===== src/hdl/seek_steering_step_top_assert.svh =====
// Assertion macros shared by the seek steering step RTL.
`ifndef SEEK_STEERING_STEP_TOP_ASSERT_SVH
`define SEEK_STEERING_STEP_TOP_ASSERT_SVH

// Implication checked on every rising clock edge outside reset.
`define SSS_ASSERT_IMP(label, ante, cons, msg) \
	label: assert property (@(posedge clk) disable iff (!arst_n) (ante) |-> (cons)) \
		else $error(msg);

// Next-cycle implication checked outside reset.
`define SSS_ASSERT_NEXT(label, ante, cons, msg) \
	label: assert property (@(posedge clk) disable iff (!arst_n) (ante) |=> (cons)) \
		else $error(msg);

`endif


===== src/hdl/sss_pkg.sv =====
// Package with the reset value, register indexes and sequencer states of the seek steering step.
package sss_pkg;
	localparam logic [23:0] GainReset = 24'd128000;

	typedef enum logic [1:0] {
		REG_GAIN = 2'd0,
		REG_FOLLOW = 2'd1,
		REG_TGT_X = 2'd2,
		REG_TGT_Y = 2'd3
	} reg_idx_t;

	typedef enum logic [3:0] {
		ST_IDLE, ST_MAG, ST_SQX, ST_SQY, ST_SQRT, ST_PRODX, ST_DIVX, ST_PRODY,
		ST_DIVY, ST_VELX, ST_VELY, ST_POSX, ST_POSY, ST_OUT
	} state_t;

	typedef struct packed {
		logic start;
		logic busy;
		logic done;
	} unit_ctl_t;

	function automatic logic signed [31:0] sat32(input logic signed [33:0] v);
		logic signed [31:0] r;
		if (v > 34'sd2147483647) r = 32'sh7fffffff;
		else if (v < -34'sd2147483648) r = 32'sh80000000;
		else r = v[31:0];
		return r;
	endfunction

	function automatic logic signed [33:0] round_q16(input logic signed [49:0] p);
		logic signed [49:0] q;
		q = p + 50'sd32768;
		return 34'(q >>> 16);
	endfunction
endpackage


===== src/hdl/sss_iter.sv =====
// Shared iterative unit: 64-bit square root or 64-by-32 bit division, one bit per cycle.
module sss_iter (
	input logic clk,
	input logic arst_n,
	input logic start,
	input logic sqrt_mode,
	input logic [63:0] num,
	input logic [31:0] den,
	output logic [31:0] result,
	output sss_pkg::unit_ctl_t ctl
);
	logic [63:0] rem_q;
	logic [63:0] quo_q;
	logic [65:0] acc_q;
	logic [5:0] cnt_q;
	logic busy_q, done_q, mode_q;
	logic [65:0] sq_acc;
	logic [65:0] sq_trial;
	logic [31:0] sq_root;
	logic [64:0] dv_acc;

	always_comb begin
		sq_acc = {acc_q[63:0], rem_q[63:62]};
		sq_root = quo_q[31:0];
		sq_trial = {32'd0, sq_root, 2'b01};
		dv_acc = {acc_q[63:0], rem_q[63]};
	end

	always_ff @(posedge clk or negedge arst_n) begin
		if (!arst_n) begin
			busy_q <= 1'b0;
			done_q <= 1'b0;
			cnt_q <= '0;
			mode_q <= 1'b0;
		end else begin
			done_q <= 1'b0;
			if (start) begin
				busy_q <= 1'b1;
				mode_q <= sqrt_mode;
				cnt_q <= sqrt_mode ? 6'd31 : 6'd63;
			end else if (busy_q) begin
				if (cnt_q == 6'd0) begin
					busy_q <= 1'b0;
					done_q <= 1'b1;
				end
				cnt_q <= cnt_q - 6'd1;
			end
		end
	end

	always_ff @(posedge clk) begin
		if (start) begin
			rem_q <= num;
			quo_q <= '0;
			acc_q <= '0;
		end else if (busy_q) begin
			if (mode_q) begin
				rem_q <= {rem_q[61:0], 2'b00};
				if (sq_acc >= sq_trial) begin
					acc_q <= sq_acc - sq_trial;
					quo_q <= {quo_q[62:0], 1'b1};
				end else begin
					acc_q <= sq_acc;
					quo_q <= {quo_q[62:0], 1'b0};
				end
			end else begin
				rem_q <= {rem_q[62:0], 1'b0};
				if (dv_acc >= {33'd0, den}) begin
					acc_q <= {1'b0, dv_acc - {33'd0, den}};
					quo_q <= {quo_q[62:0], 1'b1};
				end else begin
					acc_q <= {1'b0, dv_acc};
					quo_q <= {quo_q[62:0], 1'b0};
				end
			end
		end
	end

	assign result = quo_q[31:0];
	assign ctl = '{start: start, busy: busy_q, done: done_q};

	`include "seek_steering_step_top_assert.svh"
	`SSS_ASSERT_NEXT(a_start_busy, start, busy_q, "unit not busy after start")
	`SSS_ASSERT_IMP(a_no_restart, busy_q, !start, "unit restarted while busy")
	`SSS_ASSERT_IMP(a_done_idle, done_q, !busy_q, "done while busy")
endmodule


===== config.mk =====
export PLATFORM = sky130hd
export DESIGN_NAME = sss_iter
export DESIGN_NICKNAME = d
export VERILOG_FILES = /design/src/hdl/sss_pkg.sv /design/src/hdl/sss_iter.sv
export VERILOG_INCLUDE_DIRS = /design/src /design/src/hdl
export SDC_FILE = /design/constraint.sdc
export NUM_CORES = 1
export LEC_CHECK = 0
export BUFFER_PORTS_ARGS = -buffer_cell sky130_fd_sc_hd__buf_2
export CAP_MARGIN = 20
export CORE_ASPECT_RATIO = 1.5
export CORE_MARGIN = 10
export CORE_UTILIZATION = 55
export CTS_CLUSTER_SIZE = 16
export DETAILED_ROUTE_END_ITERATION = 10
export MAX_ROUTING_LAYER = met4
export PLACE_DENSITY = 0.75
export SYNTH_ARGS = -nofsm -noshare
export SYNTH_HDL_FRONTEND = slang
export SYNTH_SLANG_ARGS = --single-unit
export TNS_END_PERCENT = 10

===== constraint.sdc =====
create_clock -name clk -period 4.9 [get_ports clk]
set_clock_uncertainty 0.2 [all_clocks]
set_input_delay 0.735 -clock clk [delete_from_list [all_inputs] [get_ports clk]]
set_output_delay 0.735 -clock clk [all_outputs]
set_load 0.005 [all_outputs]

==> impl_metrics.py <==
metrics = {
    "route": {
        "top_layer_used": "met4",
        "drt_iter0_drc": 920,
        "wl_met1_microns": 14500,
        "drtAntennaViolNets": 0,
        "vias": 12986,
        "firstDrtPassIters": 6,
        "drt-total-wl_microns": 43700,
        "wl_per_cell_microns": 21.1,
        "wl_met2_microns": 22900,
        "drc": 0,
        "wl_met3_microns": 1900,
        "vias_per_cell": 6.26,
    },
    "hold_path": {
        "holdPathStages": 2,
        "min_from": "acc_q[63]",
        "holdCritPathClass": "register to register",
        "min_to": "acc_q[63]",
    },
    "sta": {
        "tightest_slew_ns": 1.16,
        "drv_slew": 0,
        "fin_tns_setup_ns": 0,
        "finalSetupViolations": 0,
        "hold_ws_ns": 0.299,
        "hold_viol": 0,
        "max_freq_mhz": 232,
        "finalCritPeriodShare": 0.882,
        "final.min_clock_period_ns": 4.32,
        "rsz0062_at_grt": "false",
        "slew_headroom": 0.222,
    },
    "floorplan": {
        "fp.dieH_microns": 211,
        "fp.coreArea_sq_um": 24300,
        "initial_core_util": 0.553,
        "ios": 135,
        "num_rows": 70,
        "fp.dieW_microns": 148,
        "die_area_sq_um": 31200,
    },
    "worst_setup_path": {
        "arrival_ns": 4.41,
        "cp-end-kind": "register",
        "startpoint_type": "register",
        "r2r_setup_slack_ns": 0.58,
        "timing.rr.start": "acc_q[26]",
        "path_class": "register to register",
        "r2r_cells": 10,
        "critical_path_required_ns": 4.99,
        "worst-path-max-fanout": 8,
        "rr_endpoint": "acc_q[57]",
    },
    "global_route": {
        "grt_use_total": 0.286,
        "grt_pass1_wl_microns": 69200,
        "antenna_found_initial": 0,
        "grt_overflow": 0,
        "grt_max_degree": 78,
        "grt_pass1_vias": 13545,
    },
    "power": {
        "switching_share": 0.502,
        "power_frac_comb": 0.609,
        "p_seq_frac": 0.247,
        "peakVddDrop_v": 0.000319,
        "p_leak_nw": 6.35,
        "switchingPower_mw": 4.60,
        "power.density_nw_per_um2": 619,
        "clkPwrFrac": 0.144,
        "p_int_mw": 4.56,
    },
    "clocking": {
        "cts.htree.levels": 4,
        "cts_root_buffer": "clkbuf_16",
        "clock_sinks": 169,
        "tritoncts": "done",
        "cts_made_buffers": 17,
        "clock_latency_ns": 0.45,
        "path_clk_slew_ns": 0.08,
        "cts_setup_buffers": 0,
        "clk_path_buf_depth": 2,
    },
    "finish": {
        "layout-drive-gt1-share": 0.133,
        "syn_to_final_growth_pct": 10.2,
        "num-fill-cells": 2276,
        "utilization": 0.609,
        "num-nets-final": 1908,
        "final_cell_count_no_fill": 2076,
        "post-route-cell-area_sq_um": 14800,
        "n_antenna_cell": 0,
    },
    "synthesis": {
        "yosysWarnings": 0,
        "ys.flop_type": "dfxtp_1",
        "synth_top_area_frac": 0.143,
        "ys_seq_area_frac": 0.303,
        "ys_top_cells_by_area": "dfxtp_1, edfxtp_1, mux2i_1",
        "syn-num-nets": 1835,
        "syn_area_sq_um": 13400,
        "syn_inst": 1666,
        "synthTopCellsByCount": "nand2_1, nor2_1, o21ai_0",
        "synth-edff-count": 64,
        "synth.most_common_cell": "nand2_1",
        "synth_cell_type_count": 91,
        "syn_avg_cell_area_sq_um": 8.06,
        "async_reset_ff_frac": 0.0533,
        "ys_seq_elements": 169,
        "yosys.area.top_type": "dfxtp_1",
    },
    "status": {
        "status": "complete, no violations",
    },
    "placement": {
        "port_buffers": 134,
        "gp_congestion": 1.04,
        "dp_hpwl_microns": 34100,
        "placed_cell_area_sq_um": 14200,
        "dp_cells": 2043,
    },
    "job": {
        "maxCapViolCount": 0,
    },
}
## sequential cells by signal, indices dropped and copies added, names as in the netlist
register  flops
acc_q        64
busy_q        1
cnt_q         6
done_q        1
mode_q        1
quo_q        32
rem_q        64
## critical path, cell delays in order (launching register included)
cell and delay, ns:
dfxtp_1 0.44, ha_1 0.52, and4_1 0.32, nand2_2 0.12
or3_1 0.41, or4_1 0.48, o211ai_2 0.32, nand2_2 0.17
nor4_1 0.87, xnor2_1 0.20, o221ai_1 0.12
## final cells by class
type	instances	area [sq um]	share of cell area
tap	324	405	0.0274
clock buffer	18	429	0.0290
inverter	96	360	0.0244
sequential	169	4070	0.276
multi-input combinational	1293	8510	0.575
clock inverter	14	126	0.00855
timing repair buffer	162	886	0.0599
## per-stage QoR
stage / setup slack [ns] / power, mW
6_report: 0.580 / 9.16
5_1_grt: 0.330 / 9.73
2_1_floorplan: 0.975 / 6.11
4_1_cts: 0.686 / 9.03
3_3_place_gp: 0.608 / 7.67
3_5_place_dp: 0.527 / 7.70
## worst max path at each step
stage,startpoint,end,depth (start not counted)
global placement,den[0],acc_q[52],14
CTS,acc_q[51],acc_q[4],11
global route,acc_q[51],acc_q[4],11
floorplan,den[0],acc_q[52],13
detailed placement,den[0],acc_q[52],14
finish,acc_q[26],acc_q[57],10
## layer usage
layer,global-route usage,vias up
met5,-,-
met4,0.263,0
met3,0.0398,250
met2,0.506,476
met1,0.259,6103
li1,-,6157
## cell families (layout without fill, tap and decap cells)
kind of cell | Yosys count | after routing | share of synthesized area
adder cells (fa/ha/maj) | 69 | 69 | 0.0649
multiplexers | 95 | 95 | 0.0708
AO/OA/AOI/OAI | 457 | 457 | 0.225
AND/OR/NAND/NOR | 550 | 550 | 0.193
buffers and inverters | 204 | 290 | 0.0635
XOR/XNOR | 122 | 122 | 0.0796
flip-flops | 169 | 169 | 0.303
## power groups by stage
stage               combinational, mW  sequential, mW  clock (mW)
floorplan                        4.17            1.95           0
global placement                 5.40            2.27           0
detailed placement               5.43            2.27           0
CTS                              5.47            2.24        1.32
global route                     6.08            2.27        1.37
finish                           5.58            2.26        1.32
## timing repair
action	in CTS	in global routing
hold buffers	1	0
hold endpoints to repair	9	0
resized for setup	0	0
## placed cells by master, fill, tap and decap left out, drive strengths merged, types with 7 or more instances in the layout
cell type and instances:
mux2i 95, or2 7, a22oi 11, o21bai 15
o21ai 137, and4 8, o221ai 17, a21oi 111
a21o 16, nand4 33, dfrtp 9, inv 102
buf 161, nor2 139, edfxtp 64, xnor2 59
nor3 32, o21a 11, o211ai 41, a211oi 14
a32o 13, nor4 20, nand3 25, ha 68
nand2 234, clkbuf 18, xor2 63, dfxtp 96
and3 8, or4 9, or3 13
Power figures use the tool's default switching activity.
